==> src/qtg_pkg.sv <==
// ----------------------------------------------------------------------------
// qtg_pkg : queued tone generator shared definitions
// Widths, register codes, queue sizes, the ms-to-samples reciprocal and the
// quarter-wave sine magnitude table built at elaboration.
// ----------------------------------------------------------------------------
`default_nettype none

package qtg_pkg;

    // Note queue depth (2..31) and sine table length (power of two, 64..4096)
    localparam int QUEUE_DEPTH  = 16;
    localparam int SINE_ENTRIES = 1024;

    localparam int IDX_W   = $clog2(QUEUE_DEPTH);
    localparam int CNT_W   = $clog2(QUEUE_DEPTH + 1);
    localparam int SINE_W  = $clog2(SINE_ENTRIES);
    localparam int SINE_QTR = SINE_ENTRIES / 4;
    localparam int QTR_W   = SINE_W - 2;

    // Field widths
    localparam int AMP_W    = 15;
    localparam int RATE_W   = 17;
    localparam int STEP_W   = 32;
    localparam int DUR_W    = 16;
    localparam int SAMPLE_W = 16;
    localparam int PEND_W   = 5;
    localparam int REM_W    = 23;
    localparam int NOTE_W   = STEP_W + REM_W;

    localparam logic [AMP_W-1:0]  AMP_RESET  = 15'd28000;
    localparam logic [RATE_W-1:0] RATE_RESET = 17'd44100;
    localparam logic [REM_W-1:0]  REM_MAX    = '1;

    // Configuration port
    localparam int CFG_IDX_W  = 2;
    localparam int CFG_DATA_W = 32;
    localparam logic [CFG_IDX_W-1:0] CFG_AMPLITUDE   = 2'd0;
    localparam logic [CFG_IDX_W-1:0] CFG_SAMPLE_RATE = 2'd1;

    // Operation codes
    localparam logic OP_ENQUEUE = 1'b0;
    localparam logic OP_TICK    = 1'b1;

    // samples = (dur * rate) / 1000 = ((dur * rate) >> 3) / 125,
    // the /125 done as a multiply by ceil(2^37 / 125), exact below 2^30
    localparam int PROD_W      = DUR_W + RATE_W;
    localparam int DIV_PRE     = 3;
    localparam int QIN_W       = PROD_W - DIV_PRE;
    localparam int RECIP_SHIFT = 37;
    localparam int RECIP_W     = 31;
    localparam longint unsigned RECIP_FULL = ((64'd1 << RECIP_SHIFT) + 64'd124) / 64'd125;
    localparam logic [RECIP_W-1:0] RECIP = RECIP_W'(RECIP_FULL);
    localparam int SCALED_W    = QIN_W + RECIP_W;
    localparam int QUOT_W      = SCALED_W - RECIP_SHIFT;

    // Decoupling queues
    localparam int CMDQ_DEPTH = 4;
    localparam int CMDQ_IDX_W = $clog2(CMDQ_DEPTH);
    localparam int CMDQ_CNT_W = $clog2(CMDQ_DEPTH + 1);
    localparam int CMDQ_FILL_W = CMDQ_CNT_W + 1;
    localparam int OUTQ_DEPTH = 8;
    localparam int OUTQ_IDX_W = $clog2(OUTQ_DEPTH);
    localparam int OUTQ_CNT_W = $clog2(OUTQ_DEPTH + 1);
    localparam int OUTQ_FILL_W = OUTQ_CNT_W + 1;

    // Sine magnitude, Q30
    localparam int Q_FRAC = 30;
    localparam int S_W    = 31;
    localparam int MAG_W  = SAMPLE_W - 1;
    localparam longint unsigned Q30_ONE     = 64'h4000_0000;
    localparam longint unsigned HALF_PI_Q30 = 64'd1686629713;

    typedef struct packed {
        logic              op;
        logic [STEP_W-1:0] step;
        logic [REM_W-1:0]  count;
    } t_cmd;

    typedef struct packed {
        logic [STEP_W-1:0] step;
        logic [REM_W-1:0]  count;
    } t_note;

    typedef struct packed {
        logic              sound;
        logic [SINE_W-1:0] index;
        logic              accepted;
        logic [PEND_W-1:0] pending;
    } t_voice;

    typedef struct packed {
        logic signed [SAMPLE_W-1:0] sample;
        logic                       accepted;
        logic [PEND_W-1:0]          pending;
    } t_result;

    typedef logic [S_W-1:0] t_sine_rom [SINE_QTR];

    // Taylor series to x^11, Horner form, truncating at every step.
    // j is the quarter-wave position, 0 .. SINE_QTR.
    function automatic logic [S_W-1:0] sine_mag(input int j);
        longint unsigned x;
        longint unsigned x2;
        longint unsigned t;
        longint unsigned p;
        longint unsigned s;
        x  = (64'(j) * 64'd4 * HALF_PI_Q30) / SINE_ENTRIES;
        x2 = (x * x) >> Q_FRAC;
        t  = Q30_ONE - x2 / 64'd110;
        p  = ((x2 * t) >> Q_FRAC) / 64'd72;
        t  = (p >= Q30_ONE) ? 64'd0 : Q30_ONE - p;
        p  = ((x2 * t) >> Q_FRAC) / 64'd42;
        t  = (p >= Q30_ONE) ? 64'd0 : Q30_ONE - p;
        p  = ((x2 * t) >> Q_FRAC) / 64'd20;
        t  = (p >= Q30_ONE) ? 64'd0 : Q30_ONE - p;
        p  = ((x2 * t) >> Q_FRAC) / 64'd6;
        t  = (p >= Q30_ONE) ? 64'd0 : Q30_ONE - p;
        s  = (x * t) >> Q_FRAC;
        if (s > Q30_ONE) begin
            s = Q30_ONE;
        end
        return S_W'(s);
    endfunction

    function automatic t_sine_rom build_sine_rom();
        t_sine_rom rom;
        for (int j = 0; j < SINE_QTR; j++) begin
            rom[j] = sine_mag(j);
        end
        return rom;
    endfunction

    localparam t_sine_rom      SINE_ROM  = build_sine_rom();
    localparam logic [S_W-1:0] SINE_PEAK = sine_mag(SINE_QTR);

endpackage

`default_nettype wire

==> src/qtg_cmd_queue.sv <==
// ----------------------------------------------------------------------------
// qtg_cmd_queue : command queue between front and player
// Small register FIFO; the front reserves space through the fill count.
// ----------------------------------------------------------------------------
`default_nettype none

module qtg_cmd_queue
    import qtg_pkg::*;
(
    input  wire logic                  i_clk,
    input  wire logic                  i_rst_n,
    input  wire logic                  i_push,
    input  wire t_cmd                  i_cmd,
    input  wire logic                  i_pop,
    output      logic                  o_valid,
    output      t_cmd                  o_cmd,
    output      logic [CMDQ_CNT_W-1:0] o_count
);

    t_cmd                  r_mem [CMDQ_DEPTH];
    logic [CMDQ_IDX_W-1:0] r_wr_ptr;
    logic [CMDQ_IDX_W-1:0] r_rd_ptr;
    logic [CMDQ_CNT_W-1:0] r_count;

    always_ff @(posedge i_clk) begin
        if (i_push) begin
            r_mem[r_wr_ptr] <= i_cmd;
        end
    end

    always_ff @(posedge i_clk) begin
        if (!i_rst_n) begin
            r_wr_ptr <= '0;
            r_rd_ptr <= '0;
            r_count  <= '0;
        end else begin
            if (i_push) begin
                r_wr_ptr <= r_wr_ptr + 1'b1;
            end
            if (i_pop) begin
                r_rd_ptr <= r_rd_ptr + 1'b1;
            end
            if (i_push && !i_pop) begin
                r_count <= r_count + 1'b1;
            end else if (!i_push && i_pop) begin
                r_count <= r_count - 1'b1;
            end
        end
    end

    assign o_valid = r_count != '0;
    assign o_cmd   = r_mem[r_rd_ptr];
    assign o_count = r_count;

endmodule

`default_nettype wire

==> config.mk <==
export PLATFORM = sky130hd
export DESIGN_NAME = qtg_cmd_queue
export DESIGN_NICKNAME = d
export VERILOG_FILES = /design/src/qtg_pkg.sv /design/src/qtg_cmd_queue.sv
export SDC_FILE = /design/constraint.sdc
export NUM_CORES = 1
export LEC_CHECK = 0
export ABC_AREA = 1
export BUFFER_PORTS_ARGS = -buffer_cell sky130_fd_sc_hd__buf_2
export CAP_MARGIN = 20
export CORE_MARGIN = 10
export CORE_UTILIZATION = 50
export CTS_CLUSTER_DIAMETER = 50
export DETAILED_ROUTE_END_ITERATION = 16
export PLACE_DENSITY_LB_ADDON = 0.12
export REMOVE_ABC_BUFFERS = 1
export SLEW_MARGIN = 10
export SYNTH_ARGS = -nofsm -noshare
export SYNTH_HDL_FRONTEND = slang
export SYNTH_SLANG_ARGS = --single-unit
==> constraint.sdc <==
create_clock -name i_clk -period 2.4 [get_ports i_clk]
set_input_delay 0.36 -clock i_clk [delete_from_list [all_inputs] [get_ports i_clk]]
set_output_delay 0.36 -clock i_clk [all_outputs]
set_load 0.05 [all_outputs]
==> impl_metrics.yaml <==
run_status:
  status: "completed"
timing:
  report.final.slew_viol_count: 0
  setup_ws_ns: 0.109
  finalCriticalPeriod_ns: 2.29
  hold_viol_final: 0
  period_share: 0.954
  finalClockSkew_ns: 0.00858
  hold_ws_ns: 0.0675
  slew_headroom: 0.699
  max_freq_mhz: 437
  tightestPinTransition_ns: 0.451
  finalSetupViolCount: 0
  setup_tns_ns: 0
  grt_setup_unrepaired: "no"
floorplan:
  start_util: 0.507
  dieHeight_um: 155
  coreArea_um2: 18000
  rows: 49
  fp.dieW_um: 155
  dieArea_um2: 24000
  io_pins: 120
pwr:
  p_leak_uw: 0.00381
  clkPwrFrac: 0.370
  combinationalPowerShare: 0.144
  power_switching_uw: 2530
  ir_drop_mv: 0.507
  switching_share: 0.261
  pwr-share-seq: 0.486
  internal_power_uw: 7140
  power_density_nw_per_um2: 894
detailed_routing:
  top_layer: "met5"
  met2_length_um: 10000
  drc: 0
  num_vias: 5368
  drtPass1Iterations: 4
  ant_nets: 0
  wl_per_cell_um: 20.4
  vias_per_cell: 5.51
  drt_iter0_markers: 364
  postRouteWirelength_um: 19900
  wl_met3_um: 1040
  wl_met1_um: 8440
clock_tree:
  numCtsBuffers: 25
  clockBufferDepth: 3
  htreeDepth: 1
  clkLatencyLatePin_ns: 0.50
  cts_sinks: 233
  cts_tree: "done"
  cts_hold_buf: 0
  cts_setup_buffers: 0
  clkTransAtPathRegs_ns: 0.06
  root_buffer: "clkbuf_16"
final_layout:
  nNetsFinal: 792
  final_common_cell: "edfxtp_1"
  final_cell_mix: "224 x edfxtp_1, 106 x buf_2, 92 x nor2_1"
  drive_above_1_share: 0.310
  area_growth_pct: 18.7
  fillers: 1363
  final_cell_area_um2: 10800
worst_setup_path:
  slowest_stage: "dfxtp_4"
  arrival_ns: 1.93
  crit_path_end_kind: "output pin"
  worstSetupPathType: "register to output pin"
  worstReg2RegStart: "r_wr_ptr[0]"
  worstPathRequired_ns: 2.04
  cp-start-kind: "register"
  crit_fanout: 40
  slowest_delay_ns: 0.39
  crit_chain: "inv_8, buf_16, nor2_1, o22ai_1, clkbuf_4"
  ff2ff_path_depth: 5
logic_synthesis:
  yosys_warnings: 0
  syn_avg_cell_area_um2: 15.2
  netlist_area_um2: 9100
  ys_seq_elements: 233
  synth_top_area_share: 0.739
  yosysSeqAreaShare: 0.759
  yosysUniqueCellTypes: 24
  ys_top_cells_by_area: "edfxtp_1 74%, o21ai_0 4.8%, nor2_1 3.8%"
  yosys.area.top_type: "edfxtp_1"
  syn_inst: 600
hold_path:
  min_path_type: "input port to register"
  holdPathStages: 1
  min_from: "i_cmd[40]"
placement:
  place_area_um2: 9950
  place_congestion: 0.722
  io_buffer_count: 119
  hpwl_um: 11300
  pre_cts_ws_ns: 0.537
run:
  maxCapViolCount: 0
global_route:
  grt_overflow_total: 0
  grt_first_pass_wirelength_um: 29700
  grt_max_degree: 113
  antenna_found_initial: 2
  grt_usage: 0.154
  first_global_vias: 5547
## registers in the layout (all words and copies together), names as in the netlist, named ones only
signal and count:
r_mem 224, o_count 3, r_rd_ptr 2, r_wr_ptr 2
## cell usage after synthesis
master	count
ha_1	5
dfxtp_1	9
o21ai_0	88
buf_4	1
buf_2	9
nor2_2	6
o22ai_1	30
nor2_1	92
o21ai_1	26
nor2_4	20
nand4_1	1
inv_1	15
fa_1	1
inv_4	1
nand2_1	10
edfxtp_1	224
o21ai_2	4
buf_6	7
a21oi_1	4
inv_2	1
clkbuf_1	16
buf_12	3
nand3_1	1
o22ai_2	26
## layer usage
layer | GRT usage | up-vias
li1 | - | 2500
met1 | 0.191 | 2708
met2 | 0.264 | 124
met3 | 0.0356 | 34
met4 | 0.0454 | 2
met5 | 0 | -
## worst paths after layout
| path | slack (ns) | to |
|---|---|---|
| worst max register to register | 0.78 | r_mem[0][31] |
| worst max-delay path | 0.11 | o_cmd[25] |
| worst min register to register | 0.44 | register |
| worst min-delay path | 0.07 | r_mem[0][40] |
## power by group through the flow
stage,Sequential [µW],Combinational (µW),Clock (µW)
2_1_floorplan,4830,873,0
3_3_place_gp,4770,1340,0
5_1_grt,4710,1490,3840
4_1_cts,4690,1380,3650
3_5_place_dp,4780,1370,0
6_report,4700,1390,3580
## cells by family (layout without fill, tap and decap cells)
| logic type | count (synthesis) | count (layout) | synth area share |
|---|---|---|---|
| adders and majority gates | 6 | 6 | 0.00907 |
| AOI/OAI and AO/OA | 178 | 178 | 0.125 |
| and+or+nand+nor | 130 | 130 | 0.0722 |
| other | 0 | 2 | 0 |
| DFF | 233 | 233 | 0.759 |
| buffers and inverters | 53 | 196 | 0.0349 |
## critical path: cells and delay by family, from the launching register on
family / cells / cell delay (ns)
compound gates: 1 / 0.24
buf+inv: 3 / 0.72
flops: 1 / 0.39
simple gates: 1 / 0.07
## layout make-up
cell class	count	area, µm²	area share
sequential	233	6910	0.640
multi-input combinational	314	1880	0.174
timing repair buffer	135	892	0.0826
clock buffer	35	663	0.0614
tap	229	287	0.0265
clock inverter	9	97.6	0.00903
inverter	17	71.3	0.00660
antenna	2	5.00	0.000463
## repair_timing
action                                  in CTS  in global routing
gates resized for setup                      2                 17
gates cloned                                 0                  1
endpoints found under the setup margin       2                 46
## metrics by stage
stage	power [µW]	util	cells
3_5_place_dp	6150	0.554	927
4_1_cts	9720	0.597	971
3_3_place_gp	6110	0.554	927
2_1_floorplan	5700	-	564
5_1_grt	10000	0.601	972
6_report	9660	0.602	974
(Power assumes the default switching activity.)
