File: config.mk
export PLATFORM = sky130hd
export DESIGN_NAME = qtg_front
export DESIGN_NICKNAME = d
export VERILOG_FILES = /design/src/qtg_pkg.sv /design/src/qtg_front.sv
export SDC_FILE = /design/constraint.sdc
export NUM_CORES = 2
export LEC_CHECK = 0
export BUFFER_PORTS_ARGS = -buffer_cell sky130_fd_sc_hd__buf_2
export CORE_ASPECT_RATIO = 0.6
export CORE_MARGIN = 4
export CORE_UTILIZATION = 64
export CTS_CLUSTER_SIZE = 8
export DETAILED_ROUTE_END_ITERATION = 16
export PLACE_DENSITY = 0.9
export RECOVER_POWER = 25
export SLEW_MARGIN = 10
export SYNTH_ARGS = -nofsm -noshare
export SYNTH_HDL_FRONTEND = slang
export SYNTH_SLANG_ARGS = --single-unit
File: constraint.sdc
create_clock -name i_clk -period 8.4 [get_ports i_clk]
set_clock_uncertainty 0.05 [all_clocks]
set_input_delay 0.42 -clock i_clk [delete_from_list [all_inputs] [get_ports i_clk]]
set_output_delay 0.42 -clock i_clk [all_outputs]
set_load 0.01 [all_outputs]
File: src/qtg_pkg.sv
// ----------------------------------------------------------------------------
// qtg_pkg : queued tone generator shared definitions
// Widths, register codes, queue sizes, the ms-to-samples reciprocal and the
// quarter-wave sine magnitude table built at elaboration.
// ----------------------------------------------------------------------------
`default_nettype none

package qtg_pkg;

    // Note queue depth (2..31) and sine table length (power of two, 64..4096)
    localparam int QUEUE_DEPTH  = 16;
    localparam int SINE_ENTRIES = 1024;

    localparam int IDX_W   = $clog2(QUEUE_DEPTH);
    localparam int CNT_W   = $clog2(QUEUE_DEPTH + 1);
    localparam int SINE_W  = $clog2(SINE_ENTRIES);
    localparam int SINE_QTR = SINE_ENTRIES / 4;
    localparam int QTR_W   = SINE_W - 2;

    // Field widths
    localparam int AMP_W    = 15;
    localparam int RATE_W   = 17;
    localparam int STEP_W   = 32;
    localparam int DUR_W    = 16;
    localparam int SAMPLE_W = 16;
    localparam int PEND_W   = 5;
    localparam int REM_W    = 23;
    localparam int NOTE_W   = STEP_W + REM_W;

    localparam logic [AMP_W-1:0]  AMP_RESET  = 15'd28000;
    localparam logic [RATE_W-1:0] RATE_RESET = 17'd44100;
    localparam logic [REM_W-1:0]  REM_MAX    = '1;

    // Configuration port
    localparam int CFG_IDX_W  = 2;
    localparam int CFG_DATA_W = 32;
    localparam logic [CFG_IDX_W-1:0] CFG_AMPLITUDE   = 2'd0;
    localparam logic [CFG_IDX_W-1:0] CFG_SAMPLE_RATE = 2'd1;

    // Operation codes
    localparam logic OP_ENQUEUE = 1'b0;
    localparam logic OP_TICK    = 1'b1;

    // samples = (dur * rate) / 1000 = ((dur * rate) >> 3) / 125,
    // the /125 done as a multiply by ceil(2^37 / 125), exact below 2^30
    localparam int PROD_W      = DUR_W + RATE_W;
    localparam int DIV_PRE     = 3;
    localparam int QIN_W       = PROD_W - DIV_PRE;
    localparam int RECIP_SHIFT = 37;
    localparam int RECIP_W     = 31;
    localparam longint unsigned RECIP_FULL = ((64'd1 << RECIP_SHIFT) + 64'd124) / 64'd125;
    localparam logic [RECIP_W-1:0] RECIP = RECIP_W'(RECIP_FULL);
    localparam int SCALED_W    = QIN_W + RECIP_W;
    localparam int QUOT_W      = SCALED_W - RECIP_SHIFT;

    // Decoupling queues
    localparam int CMDQ_DEPTH = 4;
    localparam int CMDQ_IDX_W = $clog2(CMDQ_DEPTH);
    localparam int CMDQ_CNT_W = $clog2(CMDQ_DEPTH + 1);
    localparam int CMDQ_FILL_W = CMDQ_CNT_W + 1;
    localparam int OUTQ_DEPTH = 8;
    localparam int OUTQ_IDX_W = $clog2(OUTQ_DEPTH);
    localparam int OUTQ_CNT_W = $clog2(OUTQ_DEPTH + 1);
    localparam int OUTQ_FILL_W = OUTQ_CNT_W + 1;

    // Sine magnitude, Q30
    localparam int Q_FRAC = 30;
    localparam int S_W    = 31;
    localparam int MAG_W  = SAMPLE_W - 1;
    localparam longint unsigned Q30_ONE     = 64'h4000_0000;
    localparam longint unsigned HALF_PI_Q30 = 64'd1686629713;

    typedef struct packed {
        logic              op;
        logic [STEP_W-1:0] step;
        logic [REM_W-1:0]  count;
    } t_cmd;

    typedef struct packed {
        logic [STEP_W-1:0] step;
        logic [REM_W-1:0]  count;
    } t_note;

    typedef struct packed {
        logic              sound;
        logic [SINE_W-1:0] index;
        logic              accepted;
        logic [PEND_W-1:0] pending;
    } t_voice;

    typedef struct packed {
        logic signed [SAMPLE_W-1:0] sample;
        logic                       accepted;
        logic [PEND_W-1:0]          pending;
    } t_result;

    typedef logic [S_W-1:0] t_sine_rom [SINE_QTR];

    // Taylor series to x^11, Horner form, truncating at every step.
    // j is the quarter-wave position, 0 .. SINE_QTR.
    function automatic logic [S_W-1:0] sine_mag(input int j);
        longint unsigned x;
        longint unsigned x2;
        longint unsigned t;
        longint unsigned p;
        longint unsigned s;
        x  = (64'(j) * 64'd4 * HALF_PI_Q30) / SINE_ENTRIES;
        x2 = (x * x) >> Q_FRAC;
        t  = Q30_ONE - x2 / 64'd110;
        p  = ((x2 * t) >> Q_FRAC) / 64'd72;
        t  = (p >= Q30_ONE) ? 64'd0 : Q30_ONE - p;
        p  = ((x2 * t) >> Q_FRAC) / 64'd42;
        t  = (p >= Q30_ONE) ? 64'd0 : Q30_ONE - p;
        p  = ((x2 * t) >> Q_FRAC) / 64'd20;
        t  = (p >= Q30_ONE) ? 64'd0 : Q30_ONE - p;
        p  = ((x2 * t) >> Q_FRAC) / 64'd6;
        t  = (p >= Q30_ONE) ? 64'd0 : Q30_ONE - p;
        s  = (x * t) >> Q_FRAC;
        if (s > Q30_ONE) begin
            s = Q30_ONE;
        end
        return S_W'(s);
    endfunction

    function automatic t_sine_rom build_sine_rom();
        t_sine_rom rom;
        for (int j = 0; j < SINE_QTR; j++) begin
            rom[j] = sine_mag(j);
        end
        return rom;
    endfunction

    localparam t_sine_rom      SINE_ROM  = build_sine_rom();
    localparam logic [S_W-1:0] SINE_PEAK = sine_mag(SINE_QTR);

endpackage

`default_nettype wire

File: src/qtg_front.sv
// ----------------------------------------------------------------------------
// qtg_front : input acceptance and note length conversion
// Two-stage pipeline turning a duration in ms into a saturated sample count.
// ----------------------------------------------------------------------------
`default_nettype none

module qtg_front
    import qtg_pkg::*;
(
    input  wire logic                  i_clk,
    input  wire logic                  i_rst_n,
    input  wire logic                  i_push,
    output      logic                  o_full,
    input  wire logic                  i_operation,
    input  wire logic [STEP_W-1:0]     i_phase_step,
    input  wire logic [DUR_W-1:0]      i_duration_ms,
    input  wire logic [RATE_W-1:0]     i_sample_rate,
    input  wire logic [CMDQ_CNT_W-1:0] i_cmdq_count,
    output      logic                  o_cmd_valid,
    output      t_cmd                  o_cmd
);

    logic                   r_f1_valid;
    logic                   r_f1_op;
    logic [STEP_W-1:0]      r_f1_step;
    logic [PROD_W-1:0]      r_f1_prod;
    logic                   r_f2_valid;
    logic                   r_f2_op;
    logic [STEP_W-1:0]      r_f2_step;
    logic [QUOT_W-1:0]      r_f2_quot;
    logic [SCALED_W-1:0]    scaled;
    logic [CMDQ_FILL_W-1:0] fill;
    logic                   accept;

    // room is reserved for everything still in the two stages
    assign fill = CMDQ_FILL_W'(i_cmdq_count) + CMDQ_FILL_W'(r_f1_valid)
                + CMDQ_FILL_W'(r_f2_valid);
    assign o_full = fill >= CMDQ_FILL_W'(CMDQ_DEPTH);
    assign accept = i_push && !o_full;

    assign scaled = SCALED_W'(r_f1_prod[PROD_W-1:DIV_PRE]) * SCALED_W'(RECIP);

    always_ff @(posedge i_clk) begin
        if (!i_rst_n) begin
            r_f1_valid <= 1'b0;
            r_f2_valid <= 1'b0;
        end else begin
            r_f1_valid <= accept;
            r_f2_valid <= r_f1_valid;
        end
    end

    always_ff @(posedge i_clk) begin
        r_f1_op   <= i_operation;
        r_f1_step <= i_phase_step;
        r_f1_prod <= PROD_W'(i_duration_ms) * PROD_W'(i_sample_rate);
        r_f2_op   <= r_f1_op;
        r_f2_step <= r_f1_step;
        r_f2_quot <= scaled[SCALED_W-1:RECIP_SHIFT];
    end

    assign o_cmd_valid = r_f2_valid;
    assign o_cmd.op    = r_f2_op;
    assign o_cmd.step  = r_f2_step;
    assign o_cmd.count = (r_f2_quot > QUOT_W'(REM_MAX)) ? REM_MAX : r_f2_quot[REM_W-1:0];

endmodule

`default_nettype wire

==> impl_metrics.csv <==
group,metric,value,unit
critical_path,crit_fanout,10,
logic_synthesis,synth_cell_types,61,
grt,grt_pass1_vias,19800,
critical_path,crit_start,"r_f1_prod[20]",
timing,fin_crit_sh,91.3,%
placed_design,portBuffers,129,
clocking,ctsHoldBuffers,0,
critical_path,critical_path.endpoint_type,"flop",
floorplan,core,38300,µm²
critical_path,r2r_slack,0.73,ns
critical_path,regToRegStartpoint,"r_f1_prod[20]",
timing,fin_setup_tns,0,ns
timing,tightest_slew,0.712,ns
hold_path,min_path_cells,1,
hold_path,hold_path_class,"input port to flop",
logic_synthesis,netlist.area_leader.share,38.5,%
clocking,clk_path_buf_depth,2,
timing,fin_crit,7.67,ns
timing,rsz0062_at_grt,"no",
layout,n_fill_cell,2798,
timing,clock.fmax,130,MHz
logic_synthesis,synth_edf_count,0,
drt,drt_pass1_iterations,5,
drt,via_count,18000,
logic_synthesis,ys_seq_area_share,9.71,%
clocking,clk_pin_slew,0.07,ns
logic_synthesis,synthFlopType,"dfxtp_1",
clocking,cts_resized,0,
critical_path,path_depth,23,
clocking,cts_buffers,17,
critical_path,path_buf_inv,4,
floorplan,design.die.area,42700,µm²
critical_path,arrival,7.95,ns
drt,drc_errors,0,
clocking,htreeDepth,4,
floorplan,io_pins,130,
outcome,run_status,"finished clean",
logic_synthesis,syn_area,25200,µm²
critical_path,cp_slowest_cell,"dfxtp_1",
placed_design,dp_hpwl,53.4,mm
placed_design,gp_congestion,0.991,
clocking,cts_tree,"built",
clocking,cts-root-buf,"clkbuf_16",
drt,wl_per_cell,19.3,µm
floorplan,initial_core_util,65.8,%
drt,ant_nets,0,
grt,antenna_found_initial,0,
grt,grt_pass1_wl,102,mm
layout,antennaDiodeCount,0,
critical_path,crit_path_frequent_cell,"fa_1",
floorplan,die-width,264,µm
grt,grtUsageTotal,30.1,%
grt,grt_max_degree,24,
hold_path,hp-start,"i_phase_step[21]",
critical_path,cp-start-kind,"flop",
critical_path,cpPeakStageDelay,0.76,ns
logic_synthesis,synth_top_area_cell,"fa_1",
layout,final_cell_mix,"inv_1 (766), fa_1 (484), ha_1 (476)",
clocking,clock_latency,0.45,ns
critical_path,critical_path_class,"flop to flop",
drt,routed_wl,62.1,mm
timing,hold_violations,0,
layout,nNetsFinal,3727,
critical_path,cpLargestDelayFamily,"adder cells",
logic_synthesis,synth_warnings,0,
flow_run,drv_cap,0,
floorplan,die_h,162,µm
logic_synthesis,synthArstFlopShare,0,%
drt,initialDrtViolationCount,1385,
timing,drv_slew,0,
grt,grt_overflow,0,
critical_path,worst-r2r-cell-count,23,
logic_synthesis,syn_avg_cell_area,9.72,µm²
drt,avgViaCountPerCell,5.60,
clocking,cts_sinks,122,
critical_path,required,8.68,ns
clocking,post-cts-setup-buffer-count,0,
logic_synthesis,synth.area.top_cells,"fa_1 (39%), ha_1 (24%), inv_1 (11%)",
logic_synthesis,synth-seq-cells,122,
critical_path,path_cells,"ha_1 -> fa_1 -> fa_1 -> inv_1 -> fa_1 -> inv_1 -> fa_1 -> fa_1 -> fa_1 -> inv_1 -> fa_1 -> inv_1 -> ha_1 -> a21oi_1 -> o21ai_0 -> a221oi_1 -> o211ai_1 -> a21oi_1 -> o21a_1 -> o21ai_1 -> a211oi_1 -> o21ai_1 -> xor2_1",
logic_synthesis,synth_cells,2590,
timing,setup_violations,0,
layout,layout_commonest_cell,"inv_1",
logic_synthesis,synth_fp_nets,3622,
timing,max_slew_margin,52.5,%
layout,drive_gt1_share,7.83,%
floorplan,rows,55,
layout,area_growth,6.91,%
-- synthesized netlist by cell type, drive strengths merged (2+ instances only) --
library cell,count
o21a,5
a31oi,9
inv,766
nor3,6
nor2b,10
o21bai,12
o31ai,3
nor4,2
dfxtp,122
o211ai,5
a21oi,67
or4,3
and4,2
a21boi,2
ha,476
nor2,33
a221oi,3
xor2,16
xnor2,37
or2,23
a311oi,3
buf,4
a211oi,13
nand2,198
nor3b,2
nand2b,3
a31o,5
a21o,39
a41oi,2
and2,104
clkbuf,46
a41o,2
and3,4
fa,484
nand3,15
o21ai,36
nand4,10
o211a,3
a211o,2
-- metrics by stage --
stage / hold WS [ns] / std cells / area, µm² / utilization, % / worst slack (ns)
floorplan: 0.260 / 2590 / 25200 / - / 1.86
global placement: 0.259 / 3189 / 26300 / 68.7 / 1.09
detailed placement: 0.262 / 3189 / 26300 / 68.7 / 0.889
CTS: 0.000486 / 3221 / 26900 / 70.3 / 0.874
global route: 0.00474 / 3221 / 26900 / 70.3 / 0.443
finish: 0.0185 / 3221 / 26900 / 70.3 / 0.730
-- flip-flops by register name, indices dropped and copies added, names as in the netlist --
register,cells
r_f1_step,32
r_f2_step,32
r_f1_prod,30
r_f2_quot,24
o_cmd_valid,1
r_f1_op,1
r_f1_valid,1
r_f2_op,1
-- final timing paths --
check | endpoint
min | r_f1_step[21]
min reg2reg | r_f2_step[30]
max | r_f2_quot[15]
max reg2reg | r_f2_quot[15]
-- metal layers --
metal | share of wire (%) | vias up | track usage, %
met4 | 1.8 | 4 | 6.86
met1 | 42 | 9153 | 41.9
met3 | 9.9 | 90 | 8.37
li1 | - | 8062 | -
met5 | 0.12 | - | 1.01
met2 | 46 | 729 | 47.7
-- logic make-up after synthesis --
kind of cell	synth area share, %
XOR/XNOR	1.84
AO/OA/AOI/OAI	5.99
buffers and inverters	12.2
AND/OR/NAND/NOR	8.06
flip-flops	9.71
adder cells (fa/ha/maj)	62.2
-- area by class of cell --
type,instances,area [µm²],area share [%]
Clock inverter,15,173,0.642
Sequential cell,122,2440,9.08
Tap cell,513,642,2.39
Timing Repair Buffer,136,698,2.60
Clock buffer,17,425,1.58
Multi-Input combinational cell,1652,19600,73.0
Inverter,766,2880,10.7
Power is not shown: default switching activity piles up to over one toggle a cycle in this logic, so the estimate is an artifact.
